<file path="config.mk">
export PLATFORM = sky130hd
export DESIGN_NAME = dual_valve_dcv_sequencer_top
export DESIGN_NICKNAME = d
export VERILOG_FILES = /design/src/rtl/dvs_pkg.sv /design/src/rtl/dvs_stepper.sv /design/src/rtl/dual_valve_dcv_sequencer_top.sv
export SDC_FILE = /design/constraint.sdc
export NUM_CORES = 1
export LEC_CHECK = 0
export ABC_CLOCK_PERIOD_IN_PS = 8800
export BUFFER_PORTS_ARGS = -buffer_cell sky130_fd_sc_hd__buf_4
export CAP_MARGIN = 20
export CORE_MARGIN = 5
export CORE_UTILIZATION = 35
export CTS_CLUSTER_SIZE = 20
export DETAILED_ROUTE_END_ITERATION = 10
export PLACE_DENSITY_LB_ADDON = 0.25
export SLEW_MARGIN = 20
export SYNTH_ARGS = -nofsm -noshare
export SYNTH_HDL_FRONTEND = slang
export SYNTH_SLANG_ARGS = --single-unit
</file>
<file path="constraint.sdc">
create_clock -name clk -period 8.8 [get_ports clk]
set_clock_uncertainty 0.15 [all_clocks]
set_input_delay 1.32 -clock clk [delete_from_list [all_inputs] [get_ports clk]]
set_output_delay 1.32 -clock clk [all_outputs]
set_load 0.02 [all_outputs]
</file>
<file path="src/rtl/dvs_pkg.sv">
// dvs_pkg: shared types and constants of the dual valve sequencer
// field widths, register reset values, register indexes and valve codes
// no dependencies
package dvs_pkg;

  // field widths
  localparam int DEMAND_W     = 16;
  localparam int POS_W        = 12;
  localparam int CMD_W        = 11;
  localparam int STEP_PER_W   = 20;
  localparam int SWITCH_PER_W = 24;
  localparam int OT_W         = 8;
  localparam int CFG_W        = 24;
  localparam int CFG_IDX_W    = 2;

  // register reset values
  localparam logic [STEP_PER_W-1:0]   STEP_PERIOD_RESET   = 20'd1210;
  localparam logic [SWITCH_PER_W-1:0] SWITCH_PERIOD_RESET = 24'd333333;
  localparam logic [OT_W-1:0]         OVERTRAVEL_RESET    = 8'd4;
  localparam logic [POS_W-1:0]        MAX_POSITION_RESET  = 12'd1000;

  // register indexes on the configuration port
  typedef enum logic [CFG_IDX_W-1:0] {
    CFG_STEP_PERIOD   = 2'd0,
    CFG_SWITCH_PERIOD = 2'd1,
    CFG_OVERTRAVEL    = 2'd2,
    CFG_MAX_POSITION  = 2'd3
  } cfg_index_t;

  // directional valve positions
  typedef enum logic [1:0] {
    VALVE_CLOSE   = 2'd0,
    VALVE_EXTEND  = 2'd1,
    VALVE_RETRACT = 2'd2
  } valve_pos_t;

  // settings shared by both stepper channels
  typedef struct packed {
    logic [STEP_PER_W-1:0] step_period;
    logic [OT_W-1:0]       overtravel;
    logic [POS_W-1:0]      max_position;
  } stepper_cfg_t;

  // demand converted to half-steps, sign and magnitude
  typedef struct packed {
    logic             neg;
    logic [CMD_W-1:0] mag;
  } half_steps_t;

endpackage

</file>
<file path="src/rtl/dvs_stepper.sv">
// dvs_stepper: one stepper valve channel with its position, step and direction state
// takes one half-step toward its target per step period, with closing overtravel
// depends on dvs_pkg
module dvs_stepper #(
  parameter int TIME_BITS = 32
) (
  input  logic                      clk,
  input  logic                      rst,
  input  logic                      advance,
  input  logic [dvs_pkg::POS_W-1:0] target,
  input  logic [TIME_BITS-1:0]      now,
  input  dvs_pkg::stepper_cfg_t     cfg,
  output logic [dvs_pkg::POS_W-1:0] position,
  output logic                      step_level,
  output logic                      direction
);

  localparam int CMP_W = (TIME_BITS > dvs_pkg::STEP_PER_W) ? TIME_BITS : dvs_pkg::STEP_PER_W;

  logic [dvs_pkg::OT_W-1:0]  overtravel_left;
  logic [TIME_BITS-1:0]      last_time;

  logic [dvs_pkg::POS_W-1:0] position_next;
  logic                      step_level_next;
  logic                      direction_next;
  logic [dvs_pkg::OT_W-1:0]  overtravel_left_next;
  logic [TIME_BITS-1:0]      last_time_next;
  logic [TIME_BITS-1:0]      elapsed;
  logic                      period_done;

  // wrapping elapsed time against the step period
  assign elapsed     = now - last_time;
  assign period_done = CMP_W'(elapsed) >= CMP_W'(cfg.step_period);

  // half-step decision
  always_comb begin
    position_next        = position;
    step_level_next      = step_level;
    direction_next       = direction;
    overtravel_left_next = overtravel_left;
    last_time_next       = last_time;
    if (position != target) begin
      if (period_done) begin
        last_time_next = now;
        if (position < target) begin
          // opening stalls at the top position
          if (position < cfg.max_position) begin
            direction_next       = 1'b0;
            position_next        = position + dvs_pkg::POS_W'(1);
            step_level_next      = ~step_level;
            overtravel_left_next = cfg.overtravel;
          end
        end else begin
          direction_next  = 1'b1;
          step_level_next = ~step_level;
          // overtravel half-steps are spent at position one
          if (position == dvs_pkg::POS_W'(1) && overtravel_left != '0) begin
            overtravel_left_next = overtravel_left - dvs_pkg::OT_W'(1);
          end else begin
            position_next        = position - dvs_pkg::POS_W'(1);
            overtravel_left_next = cfg.overtravel;
          end
        end
      end
    end else begin
      overtravel_left_next = cfg.overtravel;
    end
  end

  // channel state
  always_ff @(posedge clk) begin
    if (rst) begin
      position        <= '0;
      step_level      <= 1'b0;
      direction       <= 1'b0;
      overtravel_left <= dvs_pkg::OVERTRAVEL_RESET;
      last_time       <= '0;
    end else if (advance) begin
      position        <= position_next;
      step_level      <= step_level_next;
      direction       <= direction_next;
      overtravel_left <= overtravel_left_next;
      last_time       <= last_time_next;
    end
  end

endmodule

</file>
<file path="src/rtl/dual_valve_dcv_sequencer_top.sv">
// dual_valve_dcv_sequencer_top: top level of the dual valve and directional valve sequencer
// input register, command conversion, directional valve control and result transfer
// depends on dvs_pkg and dvs_stepper
//
// Usage
//   input channel: in_valid / in_stall carry two Q7.8 percent demands and a
//   microsecond time; a transfer takes place when in_valid is high and
//   in_stall low. output channel: out_valid / out_stall carry one result per
//   input item, being the stepper and directional valve state after that item.
//   configuration: cfg_write with cfg_index and cfg_data writes one register;
//   write only while no item is in flight.
// Pipeline and throughput
//   an item transferred into the input register moves on into the state
//   registers, which double as the result register, once the result held
//   there is taken or none is held. one item per cycle is sustained while
//   out_stall stays low; the input register and the state registers set
//   that figure.
// Reset
//   synchronous, active high: steppers at position zero, valve closed, coils
//   off, registers at 1210 us, 333333 us, 4 overtravel steps, max 1000.
// Stall
//   a stalled result holds; one further item waits in the input register,
//   after which in_stall goes high until the result is taken.
module dual_valve_dcv_sequencer_top #(
  parameter int TIME_BITS = 32
) (
  input  logic                           clk,
  input  logic                           rst,
  // configuration
  input  logic                           cfg_write,
  input  logic [dvs_pkg::CFG_IDX_W-1:0]  cfg_index,
  input  logic [dvs_pkg::CFG_W-1:0]      cfg_data,
  // input channel
  input  logic                           in_valid,
  output logic                           in_stall,
  input  logic signed [dvs_pkg::DEMAND_W-1:0] demand_one,
  input  logic signed [dvs_pkg::DEMAND_W-1:0] demand_two,
  input  logic [TIME_BITS-1:0]           now_us,
  // output channel
  output logic                           out_valid,
  input  logic                           out_stall,
  output logic                           first_step_level,
  output logic                           first_direction,
  output logic [dvs_pkg::POS_W-1:0]      first_position,
  output logic                           second_step_level,
  output logic                           second_direction,
  output logic [dvs_pkg::POS_W-1:0]      second_position,
  output logic                           coil_a,
  output logic                           coil_b,
  output logic [1:0]                     switch_position
);

  localparam int CMP_W = (TIME_BITS > dvs_pkg::SWITCH_PER_W) ? TIME_BITS : dvs_pkg::SWITCH_PER_W;

  // demand to half-steps: round(demand * 10 / 256), halves away from zero
  function automatic dvs_pkg::half_steps_t to_half_steps(
    input logic [dvs_pkg::DEMAND_W-1:0] bits
  );
    dvs_pkg::half_steps_t res;
    logic [dvs_pkg::DEMAND_W:0]   mag;
    logic [dvs_pkg::DEMAND_W+3:0] scaled;
    res.neg = bits[dvs_pkg::DEMAND_W-1];
    if (res.neg) begin
      mag = (17'h10000 - {1'b0, bits});
    end else begin
      mag = {1'b0, bits};
    end
    scaled  = ({3'b000, mag} << 3) + ({3'b000, mag} << 1) + 20'd128;
    res.mag = scaled[dvs_pkg::CMD_W+7:8];
    return res;
  endfunction

  // configuration registers
  dvs_pkg::stepper_cfg_t            step_cfg;
  logic [dvs_pkg::SWITCH_PER_W-1:0] switch_period;

  always_ff @(posedge clk) begin
    if (rst) begin
      step_cfg.step_period  <= dvs_pkg::STEP_PERIOD_RESET;
      switch_period         <= dvs_pkg::SWITCH_PERIOD_RESET;
      step_cfg.overtravel   <= dvs_pkg::OVERTRAVEL_RESET;
      step_cfg.max_position <= dvs_pkg::MAX_POSITION_RESET;
    end else if (cfg_write) begin
      unique case (dvs_pkg::cfg_index_t'(cfg_index))
        dvs_pkg::CFG_STEP_PERIOD:
          step_cfg.step_period <= cfg_data[dvs_pkg::STEP_PER_W-1:0];
        dvs_pkg::CFG_SWITCH_PERIOD:
          switch_period <= cfg_data[dvs_pkg::SWITCH_PER_W-1:0];
        dvs_pkg::CFG_OVERTRAVEL:
          step_cfg.overtravel <= cfg_data[dvs_pkg::OT_W-1:0];
        dvs_pkg::CFG_MAX_POSITION:
          step_cfg.max_position <= cfg_data[dvs_pkg::POS_W-1:0];
      endcase
    end
  end

  // handshake: input register and result register
  logic                         s1_valid;
  logic [dvs_pkg::DEMAND_W-1:0] s1_demand_one;
  logic [dvs_pkg::DEMAND_W-1:0] s1_demand_two;
  logic [TIME_BITS-1:0]         s1_now;
  logic                         out_free;
  logic                         fire;

  assign out_free = !out_valid || !out_stall;
  assign in_stall = s1_valid && !out_free;
  assign fire     = s1_valid && out_free;

  always_ff @(posedge clk) begin
    if (rst) begin
      s1_valid  <= 1'b0;
      out_valid <= 1'b0;
    end else begin
      if (!in_stall) begin
        s1_valid <= in_valid;
      end
      if (out_free) begin
        out_valid <= s1_valid;
      end
    end
  end

  // input payload register
  always_ff @(posedge clk) begin
    if (in_valid && !in_stall) begin
      s1_demand_one <= demand_one;
      s1_demand_two <= demand_two;
      s1_now        <= now_us;
    end
  end

  // command conversion and sign resolution
  dvs_pkg::half_steps_t     cmd_one;
  dvs_pkg::half_steps_t     cmd_two;
  logic [dvs_pkg::CMD_W-1:0] mag_one;
  logic [dvs_pkg::CMD_W-1:0] mag_two;
  logic                      pos_one;
  logic                      neg_one;
  logic                      pos_two;
  logic                      neg_two;
  dvs_pkg::valve_pos_t       want;

  assign cmd_one = to_half_steps(s1_demand_one);
  assign cmd_two = to_half_steps(s1_demand_two);

  always_comb begin
    mag_one = cmd_one.mag;
    mag_two = cmd_two.mag;
    pos_one = !cmd_one.neg && cmd_one.mag != '0;
    neg_one = cmd_one.neg && cmd_one.mag != '0;
    pos_two = !cmd_two.neg && cmd_two.mag != '0;
    neg_two = cmd_two.neg && cmd_two.mag != '0;
    // opposite signs: the smaller magnitude drops, the second on a tie
    if ((pos_one && neg_two) || (neg_one && pos_two)) begin
      if (cmd_one.mag < cmd_two.mag) begin
        mag_one = '0;
        pos_one = 1'b0;
        neg_one = 1'b0;
      end else begin
        mag_two = '0;
        pos_two = 1'b0;
        neg_two = 1'b0;
      end
    end
    priority if (pos_one || pos_two) begin
      want = dvs_pkg::VALVE_EXTEND;
    end else if (neg_one || neg_two) begin
      want = dvs_pkg::VALVE_RETRACT;
    end else begin
      want = dvs_pkg::VALVE_CLOSE;
    end
  end

  // directional valve: switch only with both steppers closed, once per period
  dvs_pkg::valve_pos_t       valve_position;
  dvs_pkg::valve_pos_t       valve_position_next;
  logic [TIME_BITS-1:0]      valve_last_time;
  logic [TIME_BITS-1:0]      valve_last_time_next;
  logic [TIME_BITS-1:0]      valve_elapsed;
  logic                      valve_change;
  logic                      switch_done;
  logic [dvs_pkg::POS_W-1:0] target_one;
  logic [dvs_pkg::POS_W-1:0] target_two;

  assign valve_elapsed = s1_now - valve_last_time;
  assign switch_done   = CMP_W'(valve_elapsed) >= CMP_W'(switch_period);
  assign valve_change  = want != valve_position;

  always_comb begin
    valve_position_next  = valve_position;
    valve_last_time_next = valve_last_time;
    if (valve_change && first_position == '0 && second_position == '0 && switch_done) begin
      valve_position_next  = want;
      valve_last_time_next = s1_now;
    end
  end

  // a pending valve change parks both steppers
  assign target_one = valve_change ? '0 : dvs_pkg::POS_W'(mag_one);
  assign target_two = valve_change ? '0 : dvs_pkg::POS_W'(mag_two);

  always_ff @(posedge clk) begin
    if (rst) begin
      valve_position  <= dvs_pkg::VALVE_CLOSE;
      valve_last_time <= '0;
    end else if (fire) begin
      valve_position  <= valve_position_next;
      valve_last_time <= valve_last_time_next;
    end
  end

  // relay drive follows the valve position
  assign switch_position = valve_position;
  assign coil_a          = valve_position == dvs_pkg::VALVE_RETRACT;
  assign coil_b          = valve_position == dvs_pkg::VALVE_EXTEND;

  // stepper channels, first then second
  dvs_stepper #(
    .TIME_BITS (TIME_BITS)
  ) u_stepper_one (
    .clk        (clk),
    .rst        (rst),
    .advance    (fire),
    .target     (target_one),
    .now        (s1_now),
    .cfg        (step_cfg),
    .position   (first_position),
    .step_level (first_step_level),
    .direction  (first_direction)
  );

  dvs_stepper #(
    .TIME_BITS (TIME_BITS)
  ) u_stepper_two (
    .clk        (clk),
    .rst        (rst),
    .advance    (fire),
    .target     (target_two),
    .now        (s1_now),
    .cfg        (step_cfg),
    .position   (second_position),
    .step_level (second_step_level),
    .direction  (second_direction)
  );

endmodule

</file>
==> parameters.txt, run 1 <==
Parameter                              Value

Logic synthesis
  Asr flop ratio synth    0%
  Average size of a mapped cell    8.37 um2
  Simple-Gate Fraction of Synth Area    19.5%
  Adder and majority cell fraction of the synthesized area    16.1%
  Unique cell type count in the Yosys netlist    105
  Number of warnings reported in the yosys synthesis log    0
  Combinational family with the most area after synthesis    compound AO/OA/AOI/OAI gates
  Number of synthesized register bits    272
  Cell types with the highest counts after synthesis    276 x sky130_fd_sc_hd__ha_1, 257 x sky130_fd_sc_hd__a21oi_1, 214 x sky130_fd_sc_hd__inv_1
  Synth top area cells    sky130_fd_sc_hd__dfxtp_1 19%, sky130_fd_sc_hd__ha_1 16%, sky130_fd_sc_hd__edfxtp_1 8.8%
  Proportion of synthesized chip area in sequential cells    27.8%
  Post-synth EDFFs    64
  Post-Syn Instances    2618
  Most frequently used cell type in the post-synthesis netlist    sky130_fd_sc_hd__ha_1
  Cell type with the highest aggregate area in the netlist    sky130_fd_sc_hd__dfxtp_1
  Top cell type's share of synthesized area    19.0%
  Commonest register cell after synthesis    sky130_fd_sc_hd__dfxtp_1
  Area fraction in compound gates after synthesis    21.7%
  Synth Area in XOR/XNOR    5.04%
  Proportion of synthesized area in mux cells    3.91%
  Post-Syn Area    21900 um2

Clock network
  Root Buffer Master    sky130_fd_sc_hd__clkbuf_16
  Clk buf depth    3
  Clock tree from TritonCTS    done
  CTS sink count    272
  Clk Latency, worst-skew pair    0.56 ns
  Clock transition time at the flip-flop clock pins of the worst setup and hold paths    0.06 ns
  H-Tree Level Count    2
  Inserted Clock Buffers    35

Detailed routing
  Sum of routed wire length over all layers    64100 um
  Post-detailed-route count of antenna-violating nets    0
  Routed length per instance    17.7 um
  Via count of the routed design    19500
  Pre-antenna DRT Iters    5
  Number of DRC violations after detailed routing    0
  Number of vias per cell after detailed routing    5.37
  Number of DRC violations after detailed-routing iteration 0    1154

STA
  Minimum clock period after layout    8.66 ns
  Finish-stage setup viols    0
  Highest attainable clock frequency    0.115 GHz
  Slew headroom    26.1%
  Measured slew at the worst slew-check pin    1.08 ns
  Final worst path period share    98.4%
  Hold slack    0.304 ns
  RSZ-0062 raised after global routing    yes
  Number of hold violations in the final report    0
  Max-slew violation count    0

Power and ir drop
  Maximum vdd ir drop    0.000173 V
  Leakage power    10.9 nW
  Power density of the placed cells    311 nW/um2

Floorplan
  Effective utilization at floorplan    35.4%
  Area of the core region    61800 um2
  Die height    260 um
  IO Pins    129
  Number of core rows    91
  Die outline width    260 um
  Overall die area    67700 um2

Place
  Number of placed instances, taps included    3540
  Final Wtd Congestion    0.934
  Detailed placement HPWL    49200 um
  Count of input and output buffers    128

Global route
  Global-route wire length before repair    100000 um
  Initial antenna violation count    1
  Pin count of the biggest net entering global routing    96
  Global routing usage summed across all routing layers    18.1%
  Vias in the first global route    18900
  Final global-route overflow total    0

Critical path
  Critical-path cell with the highest stage delay    sky130_fd_sc_hd__or4_1
  CP Launch Type    flip-flop
  Peak fanout along the critical path    5
  Kind of end point of the critical path    flip-flop
  Endpoint required time on the critical path    9.13 ns
  Delay of the slowest cell on the worst path    0.50 ns
  Worst setup startpoint    s1_demand_two[1]
  Setup Crit Path Kind    flip-flop to flip-flop
  Data arrival, critical path    9.00 ns
  Critical R2R Launch    s1_demand_two[1]

Hold path
  Hold Path Origin    switch_period[8]
  Worst min-delay path category    flip-flop to flip-flop

Finish
  P&R area growth vs syn    16.3%
  Number of standard cells in the final layout excluding fillers    3624
  Fill cells    6216
  Layout net count    3136
  Fraction of final layout cells sized beyond drive strength 1    12.7%
  Count of inserted antenna diode cells    0

Run status
  Outcome    finished, final reports clean

Flow run
  Max-cap viol count    0
[area by class of cell]
| class | instances | area [um2] | area share [%] |
|---|---|---|---|
| multi-input cells | 2036 | 14900 | 58.3 |
| clock inverters | 8 | 88.8 | 0.349 |
| well taps | 837 | 1050 | 4.11 |
| flip-flops and latches | 272 | 6090 | 23.9 |
| clock buffers | 54 | 1030 | 4.03 |
| inverters | 216 | 811 | 3.18 |
| repair buffers | 201 | 1550 | 6.10 |
[critical path: cells and delay by family, from the launching register on]
family / cells / cell delay, ns
compound gates: 16 / 3.32
simple gates: 9 / 2.28
fa+ha+maj: 4 / 1.17
buf+inv: 5 / 0.75
xor+xnor: 2 / 0.52
flops: 1 / 0.39
[layer usage]
metal	track usage [%]	part of all wire, %	vias to the layer above	routed length, um
met3	2.14	4.2	116	2690
li1	-	-	9749	-
met2	30.5	46	420	29800
met1	24.0	46	9182	29300
met4	6.27	3.6	0	2300
met5	0	0	-	0
[cells in the final DEF, fill, tap and decap left out, drive strengths merged, types with 29 or more instances in the layout]
cell and n:
ha 276, a21oi 261, inv 218, nor2 210
dfxtp 208, nand2 205, buf 201, o21ai 107
mux2i 81, a21o 80, xnor2 80, edfxtp 64
nand3 61, clkbuf 54, or2b 52, nor3 51
xor2 41, nand2b 38, o31ai 33, nor2b 29
[flip-flops by register name (all words and copies together), names as in the netlist]
name / flops
out_valid: 1
s1_demand_one: 16
s1_demand_two: 16
s1_now: 32
s1_valid: 1
step_cfg: 40
switch_period: 24
switch_position: 2
u_stepper_one.direction: 1
u_stepper_one.last_time: 32
u_stepper_one.overtravel_left: 8
u_stepper_one.position: 12
u_stepper_one.step_level: 1
u_stepper_two.direction: 1
u_stepper_two.last_time: 32
u_stepper_two.overtravel_left: 8
u_stepper_two.position: 12
u_stepper_two.step_level: 1
valve_last_time: 32
[path summary, 6_finish.rpt]
check	to	slack, ns	cells after the start
max	u_stepper_two.position[5]	0.14	36
min	switch_period[8]	0.30	2
max reg2reg	u_stepper_two.position[5]	0.14	36
min reg2reg	switch_period[8]	0.30	2
[report_power, final]
part           leakage, nW  total [W]  internal [W]  switching (W)
clock                0.544    0.00141      0.000836       0.000574
sequential            2.32    0.00172       0.00148       0.000236
combinational         8.00    0.00479       0.00209        0.00271
total                 10.9    0.00792       0.00440        0.00352
[logic make-up (layout without fill, tap and decap cells)]
kind of cell,count (synthesis),count (layout)
xor gates and xnor gates,122,122
adders and majority gates,280,280
buffers and inverters,311,479
DFF,272,272
muxes,85,85
and+or+nand+nor,833,833
AOI/OAI and AO/OA,714,714
other,1,2
[repair_timing]
| action | CTS | global route |
|---|---|---|
| endpoints found under the setup margin | 28 | 69 |
| pin swaps | 0 | 26 |
| gates resized for setup | 6 | 72 |
| hold buffers | 0 | 0 |
| gates cloned | 0 | 3 |
| buffers inserted | 3 | 16 |
[through the flow]
step | setup slack (ns) | total power (W) | utilization (%) | TNS [ns] | cell area [um2]
6_report | 0.137 | 0.00792 | 41.2 | 0 | 25500
2_1_floorplan | 0.0133 | 0.00493 | - | 0 | 21900
3_5_place_dp | -0.150 | 0.00618 | 38.6 | -1.95 | 23900
5_1_grt | -0.240 | 0.00856 | 41.2 | -3.68 | 25500
4_1_cts | 0.0210 | 0.00771 | 40.5 | 0 | 25000
3_3_place_gp | 0.00671 | 0.00607 | 38.6 | 0 | 23900
No activity file was read; power rests on OpenSTA's default activity.
==> run 2, diff against run 1 <==
--- a/config.mk
+++ b/config.mk
@@ -5,6 +5,7 @@
 export SDC_FILE = /design/constraint.sdc
 export NUM_CORES = 1
 export LEC_CHECK = 0
+export ABC_AREA = 1
 export ABC_CLOCK_PERIOD_IN_PS = 8800
 export BUFFER_PORTS_ARGS = -buffer_cell sky130_fd_sc_hd__buf_4
 export CAP_MARGIN = 20
==> run 2 against run 1 <==
  * First-iteration DRC count rose by 17%
  * Routed wire length increased by 3.1%
  * Design area shrank 0.93%
  * Power is 12% higher
  * Area after synthesis grew 2.1%
  * Sequential share of layout area grew 0.22 points
  * Clock power about the same
  * Global-route usage increased by 0.40 points
  * Combinational power increased by 16%
  * Maximum frequency grew 11%
  * Non-clock buffer count fell by 63
  * Largest cell class unchanged
==> parameters.txt, run 2 <==
Parameter                              Value

Clock network
  H-Tree Level Count    2
  CTS Hold Buffers Added    0
  CTS sink count    272
  Inserted Clock Buffers    36
  Clk Latency, worst-skew pair    0.57 ns
  Clock tree from TritonCTS    done
  Clk buf depth    3
  Clock transition time at the flip-flop clock pins of the worst setup and hold paths    0.06 ns
  Root Buffer Master    sky130_fd_sc_hd__clkbuf_16

Critical path
  Crit path top cell by count    sky130_fd_sc_hd__nand2_1
  Delay of the slowest cell on the worst path    0.53 ns
  CP Launch Type    flip-flop
  Kind of end point of the critical path    flip-flop
  Setup Crit Path Kind    flip-flop to flip-flop
  Peak fanout along the critical path    36
  Endpoint required time on the critical path    9.12 ns
  Data arrival, critical path    8.16 ns
  Critical-path cell with the highest stage delay    sky130_fd_sc_hd__nor3_1

Logic synthesis
  Simple-Gate Fraction of Synth Area    24.5%
  Commonest register cell after synthesis    sky130_fd_sc_hd__dfxtp_1
  Combinational family with the most area after synthesis    simple AND/OR/NAND/NOR gates
  Proportion of synthesized area in mux cells    0.0504%
  Cell type with the highest aggregate area in the netlist    sky130_fd_sc_hd__dfxtp_1
  Proportion of synthesized chip area in sequential cells    27.2%
  Area fraction in compound gates after synthesis    16.3%
  Asr flop ratio synth    0%
  Number of synthesized register bits    272
  Cell types with the highest counts after synthesis    628 x sky130_fd_sc_hd__nand2_1, 469 x sky130_fd_sc_hd__inv_1, 323 x sky130_fd_sc_hd__a21oi_1
  Synth top area cells    sky130_fd_sc_hd__dfxtp_1 19%, sky130_fd_sc_hd__ha_1 15%, sky130_fd_sc_hd__nand2_1 11%
  Adder and majority cell fraction of the synthesized area    15.7%
  Number of warnings reported in the yosys synthesis log    0
  Unique cell type count in the Yosys netlist    59
  Post-Syn Area    22400 um2
  Most frequently used cell type in the post-synthesis netlist    sky130_fd_sc_hd__nand2_1
  Post-synth EDFFs    64
  Post-Syn Instances    3230
  Average size of a mapped cell    6.92 um2
  Synth Area in XOR/XNOR    6.50%
  Top cell type's share of synthesized area    18.6%

STA
  Final worst path period share    89.1%
  Max-slew violation count    0
  Slew headroom    38.8%
  Minimum clock period after layout    7.84 ns
  Number of hold violations in the final report    0
  Measured slew at the worst slew-check pin    0.917 ns
  Finish-stage setup viols    0
  RSZ-0062 raised after global routing    no
  Fin Setup TNS    0 ns
  Highest attainable clock frequency    0.128 GHz
  Hold slack    0.305 ns

Finish
  Layout net count    3704
  P&R area growth vs syn    12.9%
  Commonest cells after routing, fill and taps aside    628 x sky130_fd_sc_hd__nand2_1, 467 x sky130_fd_sc_hd__inv_1, 323 x sky130_fd_sc_hd__a21oi_1
  Fraction of final layout cells sized beyond drive strength 1    7.63%
  Fill cells    6607
  Max reg flops    40
  Register with the highest flop count    step_cfg
  Leading cell type in the layout, fill and taps excluded    sky130_fd_sc_hd__nand2_1
  Number of standard cells in the final layout excluding fillers    4203

Global route
  Pin count of the biggest net entering global routing    91
  Vias in the first global route    19400
  Global-route wire length before repair    105000 um
  Global routing usage summed across all routing layers    18.5%
  Initial antenna violation count    1
  Final global-route overflow total    0

Run status
  Outcome    finished, final reports clean

Hold path
  Worst min-delay path category    flip-flop to flip-flop

Floorplan
  Number of core rows    92
  IO Pins    129
  Die height    263 um
  Die outline width    263 um
  Overall die area    69000 um2
  Effective utilization at floorplan    35.4%
  Area of the core region    63200 um2

Detailed routing
  Via count of the routed design    20700
  Sum of routed wire length over all layers    66100 um
  Routed length per instance    15.7 um
  Post-detailed-route count of antenna-violating nets    0
  Number of DRC violations after detailed-routing iteration 0    1350
  Number of DRC violations after detailed routing    0
  Number of vias per cell after detailed routing    4.93
  Pre-antenna DRT Iters    5

Power and ir drop
  Leakage power    11.6 nW
  Power density of the placed cells    352 nW/um2
  Maximum vdd ir drop    0.000256 V

Place
  Count of input and output buffers    128
  Detailed placement HPWL    51500 um
  Number of placed instances, taps included    4138
  Final Wtd Congestion    0.942

Flow run
  Max-cap viol count    0
==> run 2: layout make-up <==
type,count,area [um2],area share (%)
sequential,272,6090,24.1
clock buffer,51,1060,4.19
clock inverter,13,85.1,0.337
inverter,477,1790,7.11
multi-input combinational,2405,14100,55.9
tap,846,1060,4.19
timing repair buffer,138,1040,4.10
antenna,1,2.50,0.00991
==> run 2: power by group <==
group | internal, W | switching (W)
sequential | 0.00158 | 0.000294
combinational | 0.00203 | 0.00354
clock | 0.000841 | 0.000600
total | 0.00445 | 0.00443
==> run 2: metrics by stage <==
stage / total power, W / cell area (um2) / util [%] / worst slack [ns]
finish: 0.00888 / 25200 / 39.9 / 0.963
floorplan: 0.00603 / 22400 / - / 1.97
global placement: 0.00740 / 24100 / 38.1 / 1.03
CTS: 0.00891 / 25200 / 39.9 / 0.802
detailed placement: 0.00741 / 24100 / 38.1 / 0.871
global route: 0.00982 / 25200 / 39.9 / 0.129
==> run 2: cell families after synthesis <==
logic type | Yosys count
AO/OA/AOI/OAI | 670
XOR/XNOR | 166
adder cells (fa/ha/maj) | 279
buffers and inverters | 554
flip-flops | 272
multiplexers | 1
other | 1
AND/OR/NAND/NOR | 1287
==> run 2: timing repair <==
| action | 4_1_cts | 5_1_grt |
|---|---|---|
| buffers inserted | 0 | 0 |
| endpoints found under the setup margin | 0 | 21 |
| gates resized for setup | 0 | 1 |
==> run 2: worst paths after layout <==
check	start	endpoint	slack, ns	depth (start not counted)
max	s1_demand_two[0]	u_stepper_two.last_time[23]	0.96	44
min	u_stepper_one.last_time[19]	u_stepper_one.last_time[19]	0.31	2
min reg2reg	u_stepper_one.last_time[19]	u_stepper_one.last_time[19]	0.31	2
max reg2reg	s1_demand_two[0]	u_stepper_two.last_time[23]	0.96	44
==> run 2: critical path: cells and delay by family, from the launching register on <==
family / cells / cell delay (ns)
simple gates: 24 / 2.96
fa+ha+maj: 5 / 1.43
compound gates: 6 / 1.21
buf+inv: 7 / 1.07
xor+xnor: 2 / 0.50
flops: 1 / 0.38
==> run 2: routing by layer <==
metal	GRT usage, %	part of all wire (%)	up-vias
li1	-	-	10900
met1	26.1	49	9335
met2	29.7	44	419
met3	2.97	5.2	75
met4	4.34	2.2	2
met5	0	0.020	-
